[src/hw/rtl/jce_pkg.sv]
// ----------------------------------------------------------------------------
// jce_pkg
// Shared types and constants of the JIS code output encoder.
// ----------------------------------------------------------------------------
package jce_pkg;

  typedef enum logic [1:0] {
    ModePass = 2'd0,
    ModeEuc  = 2'd1,
    ModeSjis = 2'd2,
    ModeIso  = 2'd3
  } out_mode_e;

  localparam int unsigned MaxBytes   = 5;
  localparam int unsigned CntW       = 3;
  localparam int unsigned QueueDepth = 2;

  localparam logic [1:0] CfgOutMode    = 2'd0;
  localparam logic [1:0] CfgAsciiFinal = 2'd1;
  localparam logic [1:0] CfgKanjiFinal = 2'd2;

  localparam logic [7:0]  EscByte     = 8'h1B;
  localparam logic [7:0]  Ss2Byte     = 8'h8E;
  localparam logic [7:0]  DesigAscii  = 8'h28;
  localparam logic [7:0]  DesigKanji  = 8'h24;
  localparam logic [15:0] TwoByteBase = 16'h0100;
  localparam logic [7:0]  FinalReset  = 8'h42;

  localparam logic [7:0] SjisLowRowOff  = 8'h70;
  localparam logic [7:0] SjisHighRowOff = 8'hB0;
  localparam logic [7:0] SjisRowSplit   = 8'h5E;
  localparam logic [7:0] SjisOddLoOff   = 8'h1F;
  localparam logic [7:0] SjisOddHiOff   = 8'h20;
  localparam logic [7:0] SjisOddSplit   = 8'h60;
  localparam logic [7:0] SjisEvenOff    = 8'h7E;

  typedef struct packed {
    logic [MaxBytes-1:0][7:0] bytes;
    logic [CntW-1:0]          cnt;
  } byte_seq_t;

endpackage

[src/hw/rtl/jce_front.sv]
// ----------------------------------------------------------------------------
// jce_front
// Accepts character codes, holds configuration and charset state, and builds
// the byte sequence of each item.
// ----------------------------------------------------------------------------
module jce_front (
  input  logic                clk_i,
  input  logic                rst_ni,
  input  logic                in_valid_i,
  output logic                in_stall_o,
  input  logic [15:0]         char_code_i,
  input  logic                cfg_valid_i,
  output logic                cfg_ready_o,
  input  logic [1:0]          cfg_index_i,
  input  logic [7:0]          cfg_data_i,
  input  logic                q_full_i,
  output logic                push_o,
  output jce_pkg::byte_seq_t  push_seq_o
);

  jce_pkg::out_mode_e out_mode_q;
  logic [7:0]         ascii_final_q;
  logic [7:0]         kanji_final_q;
  logic               charset_q;
  logic               charset_d;
  logic [7:0]         hi;
  logic [7:0]         lo;
  logic               wide;
  logic [8:0]         hi_inc;
  logic [7:0]         s1;
  logic [7:0]         s2;

  assign cfg_ready_o = 1'b1;
  assign in_stall_o  = q_full_i;
  assign push_o      = in_valid_i && !q_full_i;

  assign hi   = char_code_i[15:8];
  assign lo   = char_code_i[7:0];
  assign wide = char_code_i >= jce_pkg::TwoByteBase;

  assign hi_inc = {1'b0, hi} + 9'd1;
  assign s1 = hi_inc[8:1] + ((hi <= jce_pkg::SjisRowSplit) ?
              jce_pkg::SjisLowRowOff : jce_pkg::SjisHighRowOff);

  always_comb begin
    if (hi[0]) begin
      s2 = lo + ((lo >= jce_pkg::SjisOddSplit) ? jce_pkg::SjisOddHiOff
                                               : jce_pkg::SjisOddLoOff);
    end else begin
      s2 = lo + jce_pkg::SjisEvenOff;
    end
  end

  always_comb begin
    push_seq_o = '0;
    charset_d  = charset_q;
    unique case (out_mode_q)
      jce_pkg::ModePass: begin
        push_seq_o.bytes[0] = lo;
        push_seq_o.cnt      = 3'd1;
      end
      jce_pkg::ModeEuc: begin
        if (wide) begin
          push_seq_o.bytes[0] = hi | 8'h80;
          push_seq_o.bytes[1] = lo | 8'h80;
          push_seq_o.cnt      = 3'd2;
        end else if (lo[7]) begin
          push_seq_o.bytes[0] = jce_pkg::Ss2Byte;
          push_seq_o.bytes[1] = lo;
          push_seq_o.cnt      = 3'd2;
        end else begin
          push_seq_o.bytes[0] = lo;
          push_seq_o.cnt      = 3'd1;
        end
      end
      jce_pkg::ModeSjis: begin
        if (wide) begin
          push_seq_o.bytes[0] = s1;
          push_seq_o.bytes[1] = s2;
          push_seq_o.cnt      = 3'd2;
        end else begin
          push_seq_o.bytes[0] = lo;
          push_seq_o.cnt      = 3'd1;
        end
      end
      jce_pkg::ModeIso: begin
        charset_d = wide;
        if (wide) begin
          if (!charset_q) begin
            push_seq_o.bytes[0] = jce_pkg::EscByte;
            push_seq_o.bytes[1] = jce_pkg::DesigKanji;
            push_seq_o.bytes[2] = kanji_final_q;
            push_seq_o.bytes[3] = hi;
            push_seq_o.bytes[4] = lo;
            push_seq_o.cnt      = 3'd5;
          end else begin
            push_seq_o.bytes[0] = hi;
            push_seq_o.bytes[1] = lo;
            push_seq_o.cnt      = 3'd2;
          end
        end else begin
          if (charset_q) begin
            push_seq_o.bytes[0] = jce_pkg::EscByte;
            push_seq_o.bytes[1] = jce_pkg::DesigAscii;
            push_seq_o.bytes[2] = ascii_final_q;
            push_seq_o.bytes[3] = lo;
            push_seq_o.cnt      = 3'd4;
          end else begin
            push_seq_o.bytes[0] = lo;
            push_seq_o.cnt      = 3'd1;
          end
        end
      end
      default: begin
        push_seq_o.bytes[0] = lo;
        push_seq_o.cnt      = 3'd1;
      end
    endcase
  end

  always_ff @(posedge clk_i or negedge rst_ni) begin
    if (!rst_ni) begin
      out_mode_q    <= jce_pkg::ModeEuc;
      ascii_final_q <= jce_pkg::FinalReset;
      kanji_final_q <= jce_pkg::FinalReset;
    end else if (cfg_valid_i && cfg_ready_o) begin
      case (cfg_index_i)
        jce_pkg::CfgOutMode:    out_mode_q    <= jce_pkg::out_mode_e'(cfg_data_i[1:0]);
        jce_pkg::CfgAsciiFinal: ascii_final_q <= cfg_data_i;
        jce_pkg::CfgKanjiFinal: kanji_final_q <= cfg_data_i;
        default: ;
      endcase
    end
  end

  always_ff @(posedge clk_i or negedge rst_ni) begin
    if (!rst_ni) begin
      charset_q <= 1'b0;
    end else if (push_o) begin
      charset_q <= charset_d;
    end
  end

endmodule

[src/hw/rtl/jce_queue.sv]
// ----------------------------------------------------------------------------
// jce_queue
// Short FIFO of byte sequences between the front and back parts.
// ----------------------------------------------------------------------------
module jce_queue #(
  parameter int unsigned Depth = jce_pkg::QueueDepth
) (
  input  logic               clk_i,
  input  logic               rst_ni,
  input  logic               push_i,
  input  jce_pkg::byte_seq_t push_seq_i,
  output logic               full_o,
  input  logic               pop_i,
  output logic               valid_o,
  output jce_pkg::byte_seq_t pop_seq_o
);

  localparam int unsigned PtrW = (Depth > 1) ? $clog2(Depth) : 1;
  localparam int unsigned CntW = $clog2(Depth + 1);
  localparam logic [PtrW-1:0] LastPtr = PtrW'(Depth - 1);
  localparam logic [CntW-1:0] FullCnt = CntW'(Depth);

  jce_pkg::byte_seq_t mem_q [Depth];
  logic [PtrW-1:0]    wr_ptr_q;
  logic [PtrW-1:0]    rd_ptr_q;
  logic [CntW-1:0]    count_q;
  logic               do_push;
  logic               do_pop;

  assign full_o    = count_q == FullCnt;
  assign valid_o   = count_q != '0;
  assign pop_seq_o = mem_q[rd_ptr_q];
  assign do_push   = push_i && !full_o;
  assign do_pop    = pop_i && valid_o;

  always_ff @(posedge clk_i) begin
    if (do_push) begin
      mem_q[wr_ptr_q] <= push_seq_i;
    end
  end

  always_ff @(posedge clk_i or negedge rst_ni) begin
    if (!rst_ni) begin
      wr_ptr_q <= '0;
      rd_ptr_q <= '0;
      count_q  <= '0;
    end else begin
      if (do_push) begin
        wr_ptr_q <= (wr_ptr_q == LastPtr) ? '0 : wr_ptr_q + 1'b1;
      end
      if (do_pop) begin
        rd_ptr_q <= (rd_ptr_q == LastPtr) ? '0 : rd_ptr_q + 1'b1;
      end
      if (do_push && !do_pop) begin
        count_q <= count_q + 1'b1;
      end else if (do_pop && !do_push) begin
        count_q <= count_q - 1'b1;
      end
    end
  end

endmodule

[src/hw/rtl/jce_back.sv]
// ----------------------------------------------------------------------------
// jce_back
// Takes byte sequences from the queue and sends them one byte per item.
// ----------------------------------------------------------------------------
module jce_back (
  input  logic               clk_i,
  input  logic               rst_ni,
  input  logic               q_valid_i,
  input  jce_pkg::byte_seq_t q_seq_i,
  output logic               pop_o,
  output logic               out_valid_o,
  input  logic               out_stall_i,
  output logic [7:0]         out_byte_o,
  output logic               last_byte_o
);

  logic                       busy_q;
  jce_pkg::byte_seq_t         seq_q;
  logic [jce_pkg::CntW-1:0]   idx_q;
  logic                       out_fire;

  assign out_valid_o = busy_q;
  assign out_byte_o  = seq_q.bytes[idx_q];
  assign last_byte_o = idx_q == (seq_q.cnt - 1'b1);
  assign out_fire    = busy_q && !out_stall_i;
  assign pop_o       = q_valid_i && (!busy_q || (out_fire && last_byte_o));

  always_ff @(posedge clk_i) begin
    if (pop_o) begin
      seq_q <= q_seq_i;
    end
  end

  always_ff @(posedge clk_i or negedge rst_ni) begin
    if (!rst_ni) begin
      busy_q <= 1'b0;
      idx_q  <= '0;
    end else if (pop_o) begin
      busy_q <= 1'b1;
      idx_q  <= '0;
    end else if (out_fire) begin
      if (last_byte_o) begin
        busy_q <= 1'b0;
        idx_q  <= '0;
      end else begin
        idx_q <= idx_q + 1'b1;
      end
    end
  end

  a_idx_in_range: assert property (@(posedge clk_i) disable iff (!rst_ni)
    out_valid_o |-> (idx_q < seq_q.cnt))
    else $error("byte index beyond sequence length");

  a_cont_after_mid: assert property (@(posedge clk_i) disable iff (!rst_ni)
    (out_fire && !last_byte_o) |=> (out_valid_o && idx_q == $past(idx_q) + 1'b1))
    else $error("sequence broken before its last byte");

  a_restart_at_zero: assert property (@(posedge clk_i) disable iff (!rst_ni)
    (out_fire && last_byte_o) |=> (idx_q == '0))
    else $error("new sequence does not start at its first byte");

  a_pop_only_free: assert property (@(posedge clk_i) disable iff (!rst_ni)
    pop_o |-> (!busy_q || (out_fire && last_byte_o)))
    else $error("sequence loaded while another is in flight");

endmodule

[src/hw/rtl/jis_code_output_encoder.sv]
// ----------------------------------------------------------------------------
// jis_code_output_encoder
// Encodes internal character codes as EUC-JP, Shift_JIS, ISO-2022-JP or
// pass-through bytes.
// ----------------------------------------------------------------------------
// Usage:
//   Input channel in_valid_i/in_stall_o carries one char_code_i per item.
//   Output channel out_valid_o/out_stall_i carries one byte per item;
//   last_byte_o marks the final byte of a character (1 to 5 bytes each).
//   Configuration writes go through cfg_valid_i/cfg_ready_o with
//   cfg_index_i (0 mode, 1 ASCII final, 2 kanji final) and cfg_data_i;
//   cfg_ready_o is always high. Write only while the block is idle.
// Timing:
//   The first byte of a character is offered once its sequence has passed
//   through the queue and been loaded into the back part's byte register.
//   The byte port sends one byte per cycle while out_stall_i is low; the
//   input is taken every cycle while the queue of QueueDepth sequences
//   has room.
// Reset clears the queue, selects EUC-JP with final bytes 0x42 and marks
// ASCII as designated. A stalled receiver holds the current byte; the
// queue then fills and in_stall_o rises.
// ----------------------------------------------------------------------------
module jis_code_output_encoder #(
  parameter int unsigned QueueDepth = jce_pkg::QueueDepth
) (
  input  logic        clk_i,
  input  logic        rst_ni,
  input  logic        in_valid_i,
  output logic        in_stall_o,
  input  logic [15:0] char_code_i,
  output logic        out_valid_o,
  input  logic        out_stall_i,
  output logic [7:0]  out_byte_o,
  output logic        last_byte_o,
  input  logic        cfg_valid_i,
  output logic        cfg_ready_o,
  input  logic [1:0]  cfg_index_i,
  input  logic [7:0]  cfg_data_i
);

  logic               q_full;
  logic               push;
  jce_pkg::byte_seq_t push_seq;
  logic               pop;
  logic               q_valid;
  jce_pkg::byte_seq_t pop_seq;

  jce_front u_front (
    .clk_i       (clk_i),
    .rst_ni      (rst_ni),
    .in_valid_i  (in_valid_i),
    .in_stall_o  (in_stall_o),
    .char_code_i (char_code_i),
    .cfg_valid_i (cfg_valid_i),
    .cfg_ready_o (cfg_ready_o),
    .cfg_index_i (cfg_index_i),
    .cfg_data_i  (cfg_data_i),
    .q_full_i    (q_full),
    .push_o      (push),
    .push_seq_o  (push_seq)
  );

  jce_queue #(
    .Depth (QueueDepth)
  ) u_queue (
    .clk_i      (clk_i),
    .rst_ni     (rst_ni),
    .push_i     (push),
    .push_seq_i (push_seq),
    .full_o     (q_full),
    .pop_i      (pop),
    .valid_o    (q_valid),
    .pop_seq_o  (pop_seq)
  );

  jce_back u_back (
    .clk_i       (clk_i),
    .rst_ni      (rst_ni),
    .q_valid_i   (q_valid),
    .q_seq_i     (pop_seq),
    .pop_o       (pop),
    .out_valid_o (out_valid_o),
    .out_stall_i (out_stall_i),
    .out_byte_o  (out_byte_o),
    .last_byte_o (last_byte_o)
  );

endmodule

[config.mk]
export PLATFORM = sky130hd
export DESIGN_NAME = jis_code_output_encoder
export DESIGN_NICKNAME = d
export VERILOG_FILES = /design/src/hw/rtl/jce_pkg.sv /design/src/hw/rtl/jce_front.sv /design/src/hw/rtl/jce_queue.sv /design/src/hw/rtl/jce_back.sv /design/src/hw/rtl/jis_code_output_encoder.sv
export SDC_FILE = /design/constraint.sdc
export NUM_CORES = 1
export LEC_CHECK = 0
export BUFFER_PORTS_ARGS = -buffer_cell sky130_fd_sc_hd__buf_2
export CORE_ASPECT_RATIO = 0.9
export CORE_MARGIN = 1
export CORE_UTILIZATION = 50
export DETAILED_ROUTE_END_ITERATION = 16
export PLACE_DENSITY_LB_ADDON = 0.3
export SLEW_MARGIN = 25
export SYNTH_ARGS = -nofsm -noshare
export SYNTH_HDL_FRONTEND = slang
export SYNTH_SLANG_ARGS = --single-unit
export TNS_END_PERCENT = 20
[constraint.sdc]
create_clock -name clk_i -period 5 [get_ports clk_i]
set_input_delay 1 -clock clk_i [delete_from_list [all_inputs] [get_ports clk_i]]
set_output_delay 1 -clock clk_i [all_outputs]
set_load 0.03 [all_outputs]
# Word-level counts from Yosys, hierarchy flattened

Memories as Yosys holds them, arrays and structs flattened. A register that Yosys moved wholly into a read port is not among the register bits.
Cells that the tools add are included.

$add $sub $neg: 10
Multipliers: 0
Div/mod/pow operators: 0
$lt $le $gt $ge: 4
Equality and inequality tests: 7
Shift operators: 0
Muxes and demuxes: 31
Bitwise operators: 0
Reduce and logical (&&, ||, !) cells: 25

Operators with widths:

| cell                                                               | number |
|---|---|
| two-way mux 24 bit                                                 | 3 |
| two-way mux 8 bit                                                  | 6 |
| case mux 11 bit (4 select lines)                                   | 1 |
| two-way mux 19 bit                                                 | 2 |
| two-way mux 35 bit                                                 | 1 |
| two-way mux 11 bit                                                 | 3 |
| binary-select mux 8 bit (select 3 bit)                             | 1 |
| case mux 8 bit (3 select lines)                                    | 1 |
| adder 8 bit                                                        | 2 |
| greater-or-equal comparator 16 x 9 -> 1 bit, second input constant | 1 |
| AND reduction 2 bit                                                | 5 |
| adder 8 x 1 -> 9 bit, second input constant                        | 1 |
| two-way mux 3 bit                                                  | 3 |
| adder 8 x 7 -> 8 bit, second input constant                        | 1 |
| equality test 2 bit, second input constant                         | 4 |
| greater-or-equal comparator 8 x 7 -> 1 bit, second input constant  | 1 |
| <= comparator 8 x 7 -> 1 bit, second input constant                | 1 |
| logical AND 1 bit                                                  | 8 |
| nonzero test 2 bit                                                 | 4 |
| two-way mux 1 bit                                                  | 7 |
| two-way mux 6 bit                                                  | 1 |
| zero test 1 bit                                                    | 5 |
| equality test 2 x 1 -> 1 bit, second input constant                | 2 |
| zero test 2 bit                                                    | 2 |
| other kinds (9)                                                    | 11 |

Register bits after elaboration: 27
Bits in latches: 0
Memory bits (writable): 86
Memory bits (read-only): 0
Output and inout bits: 12
Memories: 1

Memories:

| memory        | words | width | read ports | clocked after Yosys merged registers in | write ports | line            | source |
|---|---|---|---|---|---|---|---|
| u_queue.mem_q | 2     | 43    | 1          | 1                                       | 1           | jce_queue.sv:23 | `jce_pkg::byte_seq_t mem_q [Depth];` |

# Depth between registers and ports, before layout

Gate-level depths: netlist (run 1).

Depth after elaboration: 9
Depth in mapped cells: 11

# Modules after synthesis

A second synthesis (run 1) with hierarchy kept.

Cell total of the unflattened synthesis: 582
Area, all modules: 7746.2 um^2

Modules (own cells, without submodules):

| module    | instances | cells an instance | area each (um^2) |
|---|---|---|---|
| jce_queue | 1         | 153               | 3504.6 |
| jce_front | 1         | 323               | 2357.3 |
| jce_back  | 1         | 106               | 1884.3 |

# Worst setup path before layout (run 1)

Ideal clock, no wire load.

Path type: register to register
Start: reg u_back.seq_q[0] (netlist name)
End: reg u_back.seq_q[0] (netlist name)
Data arrival time: 2.997 ns
Data required time: 4.603 ns
Path slack: 1.605 ns
Stages on the path, launching flop included: 8
Path buffers: 0
Period minus slack after synthesis: 3.395 ns
Cells stage by stage: edfxtp_1 inv_1 ha_1 xnor2_1 nor3_1 nand2b_1 a21o_1 inv_1

Longest elaborated chain between the ends: 5

RTL lines:

| element                   | line                          | source |
|---|---|---|
| subtractor 3 x 1 -> 3 bit | jce_back.sv:24                | `assign last_byte_o = idx_q == (seq_q.cnt - 1'b1);` |
| equality test 3 bit       | jce_back.sv:24                |  |
| net last_byte_o           | jis_code_output_encoder.sv:34 | `output logic last_byte_o,` |
| logical AND 1 bit         | jce_back.sv:26                | `assign pop_o = q_valid_i && (!busy_q \|\| (out_fire && last_byte_o));` |
| logical OR 1 bit          | jce_back.sv:26                |  |
| logical AND 1 bit         | jce_back.sv:26                |  |
| net pop                   | jis_code_output_encoder.sv:44 | `logic pop;` |

The timed path passes the listed nets, and every way through them passes these cells.
A chain may end at the register's enable or synchronous reset.

# Final worst setup path (run 1)

Start: reg u_back.idx_q[2] in the netlist's numbering
End: reg u_back.seq_q[17] (netlist name)

Longest elaborated chain between the ends: 4

RTL lines:

| element                  | line                          | source |
|---|---|---|
| start: declaration       | jce_back.sv:19                | `logic [jce_pkg::CntW-1:0] idx_q;` |
| start signal: assignment | jce_back.sv:46                | `idx_q <= idx_q + 1'b1;` |
| equality test 3 bit      | jce_back.sv:24                |  |
| logical AND 1 bit        | jce_back.sv:26                |  |
| logical OR 1 bit         | jce_back.sv:26                |  |
| logical AND 1 bit        | jce_back.sv:26                |  |
| net pop                  | jis_code_output_encoder.sv:44 |  |

The timed path passes the listed nets, and every way through them passes these cells.

==> run metrics, run 1 <==
class of the most critical setup path=reg -> reg; number of placed I/O pins=43; average detailed-routed wire length per instance=19.9 um; top fanout value on the critical path=24; Final ANT Viol Nets=0; fmax=273 MHz; static leakage=3.08 nW; fill cell total of the finished layout=~1,200; drt pass-1 iters=5; run status=finished, final reports clean; dominant delay contributor by cell family on the critical path=buffers and inverters; total track usage=between 20 and 25%; maximum level of the CTS H-tree=4; type of element capturing the critical path=register; register area share after synthesis=60.4%; count of final max-slew check failures=0; first-pass GRT wire length=about 26,000 um; max-capacitance violation count=0; Slew HR=between 30% and 40%; final worst-path setup slack=around 1.3 ns; number of flops mapped to enable cells by yosys=129; total length of routed wires=about 17,000 um; number of placed instances with taps included=approximately 800; total overflow reported by the global router=0; Worst setup SP type=register; Iter 0 DRT Violations=between 400 and 500; final RePlAce weighted congestion=around 0.94; Sequential cell area=between 4000 and 5000 um^2; final routed DRC violation total=0; fraction of the cycle the final worst path needs=between 70% and 80%; half-perimeter wire length after detailed placement=11,400 um; number of global-route vias before repair=4,673; dominant register cell in the synthesized netlist=edfxtp_1; yosys synthesis warning count=0; Syn Inst Count=between 500 and 600; maximum clock insertion buffer count=2; Pwr per Cell Area=approximately 560 nW/um^2; number of buffer and inverter stages on the critical path=2; hold depth=1; worst r2r path cells=6; average footprint of a synthesized cell=around 13 um^2; slew at the pin closest to its max-slew limit=about 0.95 ns; worst min path class=reg -> reg; unrepaired setup endpoints after global routing=false; number of sinks driven by the clock tree=156; net count of the mapped netlist=634; most frequent cells in the layout=edfxtp_1 (129), mux2_2 (59), a21oi_1 (44); height of the die=119 um; Max VDD drop=approximately 0.39 mV; Die Wd=around 130 um; number of distinct standard cells referenced by the synthesized netlist=67; area occupied by multi-input gates=about 2800 um^2; cell-by-cell listing of the critical path=xor3_1, nor3_1, nand2b_1, a21o_1, inv_1, buf_4; critical path required time=5.12 ns; final standard cell count with taps included and fillers excluded=828; R2R Setup Slk=approximately 1.3 ns; cell taking the most area after synthesis=edfxtp_1; CTS hold repair buffers=0; fraction of layout cells with a size suffix above 1=between 20% and 30%; count of buffers inserted at the top-level ports=41; initial antenna violation count=0; post-synth design cell area=~7500 um^2; Yosys top cell area share=between 50 and 60%; count of antenna diodes in the layout=0; count of final setup violators=0; Non-Filler Cell Area, Final=8510 um^2; largest net degree at the start of global routing=45; worst clock skew=roughly 0.0078 ns; Core Util, Final=a little under 60%; final hold vios=0; standard cell core area=approximately 15,000 um^2; placement row count=42; number of storage elements in the synthesis netlist=around 160; CP max stage delay=~0.80 ns; Via density=about 5.8; Post-Place Setup Slack=1.19 ns; aggregate negative setup slack=0 ns; # nets final=663; growth of design area from synthesis to finish=12.8%; CTS tree=done; Crit. path cell count=6; Post-synth ARST share=between 10% and 20%; Setup Fix Bufs, Post-CTS=0; clock-pin slew on the worst setup and hold paths=roughly 0.06 ns; cell at the root of the clock tree=clkbuf_16; most common cell after layout, fill and taps aside=edfxtp_1; data arrival time at the worst-slack endpoint=3.78 ns; number of buffers created by CTS=17; Worst-Skew Late Latency=~0.42 ns; slowest cell on the critical path=dfrtp_1; Post-CTS Resized=0; top cells by area, synth=edfxtp_1 (51%), mux2_2 (8.8%), dfrtp_1 (7.3%); effective utilization at floorplan=approximately 50%; Via Count=roughly 4,800; cell area reported after detailed placement=7890 um^2; area of the die=roughly 16,000 um^2; fin crit period=between 3 and 4 ns
==> final cells by class <==
class | instances | share of cell area [%]
tap | 198 | 2.91
inverter | 20 | 0.882
clock buffer | 20 | 5.25
timing repair buffer | 47 | 2.94
sequential | 156 | 53.5
multi-input combinational | 375 | 32.5
clock inverter | 12 | 2.00
==> sequential cells by signal (all words and copies together) (netlist names) <==
| register | flops |
|---|---|
| u_front.ascii_final_q | 8 |
| u_back.idx_q | 3 |
| u_front.out_mode_q | 2 |
| u_queue.rd_ptr_q | 1 |
| u_queue.wr_ptr_q | 1 |
| u_front.kanji_final_q | 8 |
| u_queue.mem_q | 86 |
| u_queue.count_q | 2 |
| u_back.seq_q | 43 |
| u_front.charset_q | 1 |
| u_back.out_valid_o | 1 |
==> synthesized netlist by cell type (4+ instances only) <==
| master | count |
|---|---|
| mux2_2 | 59 |
| o221ai_1 | 4 |
| clkbuf_1 | 24 |
| inv_1 | 17 |
| a31oi_1 | 6 |
| a21oi_1 | 44 |
| dfrtp_1 | 22 |
| mux2i_1 | 19 |
| nor4_1 | 6 |
| nor3_1 | 8 |
| nor2_1 | 26 |
| xnor2_1 | 12 |
| a211oi_1 | 4 |
| nand2b_1 | 4 |
| xor2_1 | 6 |
| or3_1 | 4 |
| ha_1 | 15 |
| nand3_1 | 29 |
| o22ai_1 | 12 |
| nand2_1 | 36 |
| and3_1 | 4 |
| a22oi_1 | 4 |
| dfstp_2 | 5 |
| o21ai_0 | 18 |
| buf_1 | 6 |
| edfxtp_1 | 129 |
| and2_1 | 6 |
==> logic make-up after synthesis <==
kind of cell | after synthesis | synth area share [%]
AO/OA/AOI/OAI | 118 | 10.1
AND/OR/NAND/NOR | 144 | 10.1
other | 1 | 0.0497
multiplexers | 78 | 11.3
adder cells (fa/ha/maj) | 15 | 2.49
XOR/XNOR | 19 | 2.40
flip-flops | 156 | 60.4
buffers and inverters | 57 | 3.13
==> per-layer routing <==
layer	global-route usage (%)	up-vias	wire [um]
met3	4.72	22	1090
li1	-	2273	-
met1	32.6	2327	7550
met4	6.61	0	229
met5	0	-	0
met2	33.6	195	7630
==> through the flow <==
step	total power (W)	hold slack (ns)
floorplan	0.00304	0.461
global placement	0.00342	0.483
detailed placement	0.00345	0.495
CTS	0.00478	0.508
global route	0.00499	0.523
finish	0.00476	0.504
==> worst register-to-register path: stages (launching register included) <==
cell and delay, ns:
dfrtp_1 0.80, xor3_1 0.53, nor3_1 0.56, nand2b_1 0.16, a21o_1 0.25, inv_1 0.70
buf_4 0.35
==> power breakdown <==
| group | switching [W] | leakage [nW] | internal [W] | total (W) |
|---|---|---|---|---|
| registers | 0.000179 | 1.52 | 0.00187 | 0.00205 |
| clock network | 0.000476 | 0.304 | 0.000844 | 0.00132 |
| logic | 0.000859 | 1.26 | 0.000529 | 0.00139 |
| total | 0.00151 | 3.08 | 0.00324 | 0.00476 |
==> final timing paths <==
check                                        start                  endpoint
worst max-delay path               u_back.idx_q[2]          u_back.seq_q[17]
worst min-delay path            u_queue.count_q[1]        u_queue.count_q[1]
worst max register to register     u_back.idx_q[2]          u_back.seq_q[17]
worst min register to register  u_queue.count_q[1]        u_queue.count_q[1]
max in group asynchronous                   rst_ni  u_front.kanji_final_q[0]
min in group asynchronous                   rst_ni           u_back.idx_q[2]
No activity file was read; power rests on OpenSTA's default activity.
==> inputs of run 2 (changes only) <==
Settings changed: ABC_AREA set to 1.
Clock period 5 ns to 3 ns, I/O delays scaled along.
==> run metrics, run 2 <==
class of the most critical setup path=reg -> out; number of distinct standard cells referenced by the synthesized netlist=42 (-37%); cell-by-cell listing of the critical path=clkinv_1, a21oi_1, a221o_1, o21ai_0, buf_2; post-layout total power=0.00776 W (+63%); max-capacitance violation count=0 (unchanged); # nets final=893 (+35%); register ranked first by flip-flop count=u_queue.mem_q; top fanout value on the critical path=11 (-54%); average detailed-routed wire length per instance=16.6 um (-17%); final RePlAce weighted congestion=1.00 (+7.0%); fin crit period=2.78 ns; average footprint of a synthesized cell=9.49 um^2 (-26%); initial antenna violation count=0 (unchanged); CTS hold repair buffers=0 (unchanged); growth of design area from synthesis to finish=13.4%; number of sinks driven by the clock tree=156 (unchanged); Setup Fix Bufs, Post-CTS=0 (unchanged); clock-pin slew on the worst setup and hold paths=0.07 ns (about the same); cell taking the most area after synthesis=edfxtp_1; count of final max-slew check failures=0 (unchanged); number of placed I/O pins=43 (unchanged); data arrival time at the worst-slack endpoint=2.18 ns (-1.60 ns); drt pass-1 iters=7 (+2); final routed DRC violation total=0 (unchanged); final hold vios=0 (unchanged); first-pass GRT wire length=28,100 um (+8.1%); met2 demand-to-capacity share in global routing=33.9% (+0.28 points); number of buffers created by CTS=17 (unchanged); height of the die=119 um (+0.67%); count of final setup violators=0 (unchanged); most common cell after layout, fill and taps aside=nand2_1; number of global-route vias before repair=5,305 (+14%); fraction of layout cells with a size suffix above 1=13.8% (-11 points); maximum clock insertion buffer count=2 (unchanged); Die Wd=132 um (+0.67%); CTS tree=done; worst min path class=in -> async; Syn Inst Count=806 (+37%); worst hold slack after final layout=0.193 ns (-0.311 ns); most used routing layer in global routing=met1; Post-Place Setup Slack=0.360 ns (-0.829 ns); effective utilization at floorplan=51.6% (+0.34 points); total track usage=23.6% (+1.3 points); fmax=around 360 MHz; slowest cell on the critical path=dfrtp_1; Pwr per Cell Area=895 nW/um^2 (+60%); Slew HR=45.9% (+9.3 points); count of antenna diodes in the layout=0 (unchanged); commonest cells in the netlist=nand2_1 (276), edfxtp_1 (129), inv_1 (62), nor2_1 (47), o21ai_0 (45); half-perimeter wire length after detailed placement=12,000 um (+5.3%); final worst-path setup slack=0.222 ns (-1.12 ns); slew at the pin closest to its max-slew limit=0.810 ns (-0.139 ns); placement row count=42 (unchanged); worst clock skew=0.00853 ns (+0.000689 ns); unrepaired setup endpoints after global routing=false; Via Count=5,642 (+17%); static leakage=3.76 nW (+22%); standard cell core area=14,800 um^2 (+0.71%); Yosys top cell area share=50.7% (-0.70 points); worst flop-to-flop path startpoint=u_back.seq_q[0]; dominant register cell in the synthesized netlist=edfxtp_1; run status=finished, final reports clean; Iter 0 DRT Violations=515 (+11%); total overflow reported by the global router=0 (unchanged); Post-synth ARST share=17.3% (unchanged); Final ANT Viol Nets=0 (unchanged); yosys synthesis warning count=0 (unchanged); fraction of the cycle the final worst path needs=about 93%; Via density=5.33 (-8.3%); type of element capturing the critical path=output pin; met3 track utilization from global routing=5.70% (+0.99 points); critical path required time=2.40 ns (-2.72 ns); cell at the root of the clock tree=clkbuf_16; net count of the mapped netlist=852 (+34%); met1 Use GR=35.1% (+2.5 points); Worst setup SP type=register; max reg flops=86 (unchanged); most repeated cell in the gate-level netlist after synthesis=nand2_1; most frequent cells in the layout=nand2_1 (276), edfxtp_1 (129), inv_1 (62); count of buffers inserted at the top-level ports=41 (unchanged); CP max stage delay=0.63 ns (-0.17 ns); Post-CTS Resized=0 (unchanged); post-synth design cell area=7650 um^2 (+1.4%); total length of routed wires=17,600 um (+6.4%); maximum level of the CTS H-tree=4 (unchanged); register area share after synthesis=59.6% (-0.82 points); launching instance or port of the critical path=u_back.idx_q[1]; largest net degree at the start of global routing=45 (unchanged); Max VDD drop=0.588 mV (+49%); top cells by area, synth=edfxtp_1 (51%), nand2_1 (14%), dfrtp_1 (7.2%); worst r2r path cells=11 (+5); Worst-Skew Late Latency=0.42 ns (about the same); number of flops mapped to enable cells by yosys=129 (unchanged); number of storage elements in the synthesis netlist=156 (unchanged); area of the die=15,800 um^2 (+1.4%); largest registers=u_queue.mem_q: 86 flops, u_back.seq_q: 43 flops
[run 2: changes by cell type in the layout (fill, tap and decap cells not counted), moves of 9 or more]
cell	delta
inv_1	+45
mux2i_1	-19
o22ai_1	-10
nand2_1	+241
xnor2_1	-9
nand3_1	+10
o21ai_0	+27
mux2_2	-59
nor2_1	+20
[run 2: worst paths after layout]
check,endpoint,slack (ns)
setup / recovery,out_byte_o[5],0.22
hold / removal,u_queue.count_q[1],0.19
setup reg to reg,u_queue.count_q[1],0.59
hold reg to reg,u_front.ascii_final_q[3],0.49
max in group asynchronous,u_front.ascii_final_q[7],2.38
min in group clk_i,u_front.ascii_final_q[6],0.42
[run 2: area by class of cell]
class / instances / area, um^2
fill: 1298 / 6150
sequential: 156 / 4560
multi-input combinational: 545 / 2670
clock buffer: 17 / 425
timing repair buffer: 51 / 318
inverter: 76 / 293
tap: 198 / 248
clock inverter: 15 / 163
[run 2: routing by layer]
layer	vias to the layer above	part of all wire, %
met2	237	42
met3	26	7.6
met5	-	0
li1	2800	-
met4	0	1.7
met1	2579	48
[run 2: cell families (layout without fill, tap and decap cells)]
| family | count (synthesis) | count (layout) | share of synthesized area, % |
|---|---|---|---|
| buffers and inverters | 105 | 159 | 5.73 |
| other | 1 | 1 | 0.0490 |
| flip-flops | 156 | 156 | 59.6 |
| XOR/XNOR | 11 | 11 | 1.26 |
| adder cells (fa/ha/maj) | 15 | 15 | 2.45 |
| AND/OR/NAND/NOR | 392 | 392 | 21.3 |
| AO/OA/AOI/OAI | 126 | 126 | 9.69 |
[run 2: through the flow]
step | TNS [ns] | cell area [um^2] | util, % | cells
6_report | 0 | 8670 | 58.5 | 1058
5_1_grt | 0 | 8670 | 58.5 | 1058
4_1_cts | 0 | 8670 | 58.5 | 1058
3_5_place_dp | 0 | 8080 | 54.5 | 1026
3_3_place_gp | 0 | 8080 | 54.5 | 1026
2_1_floorplan | -2.01 | 7650 | - | 806
[run 2: where the power goes]
group	internal, W	total [W]	switching, W
clock network	0.00124	0.00212	0.000878
logic	0.000704	0.00235	0.00165
registers	0.00307	0.00329	0.000221
total	0.00501	0.00776	0.00275
[run 2: worst max-delay path: cells and delay by family, from the launching register on]
family                 cells  cell delay [ns]
AO/OA/AOI/OAI              3             0.52
flip-flops                 1             0.63
buffers and inverters      2             0.60
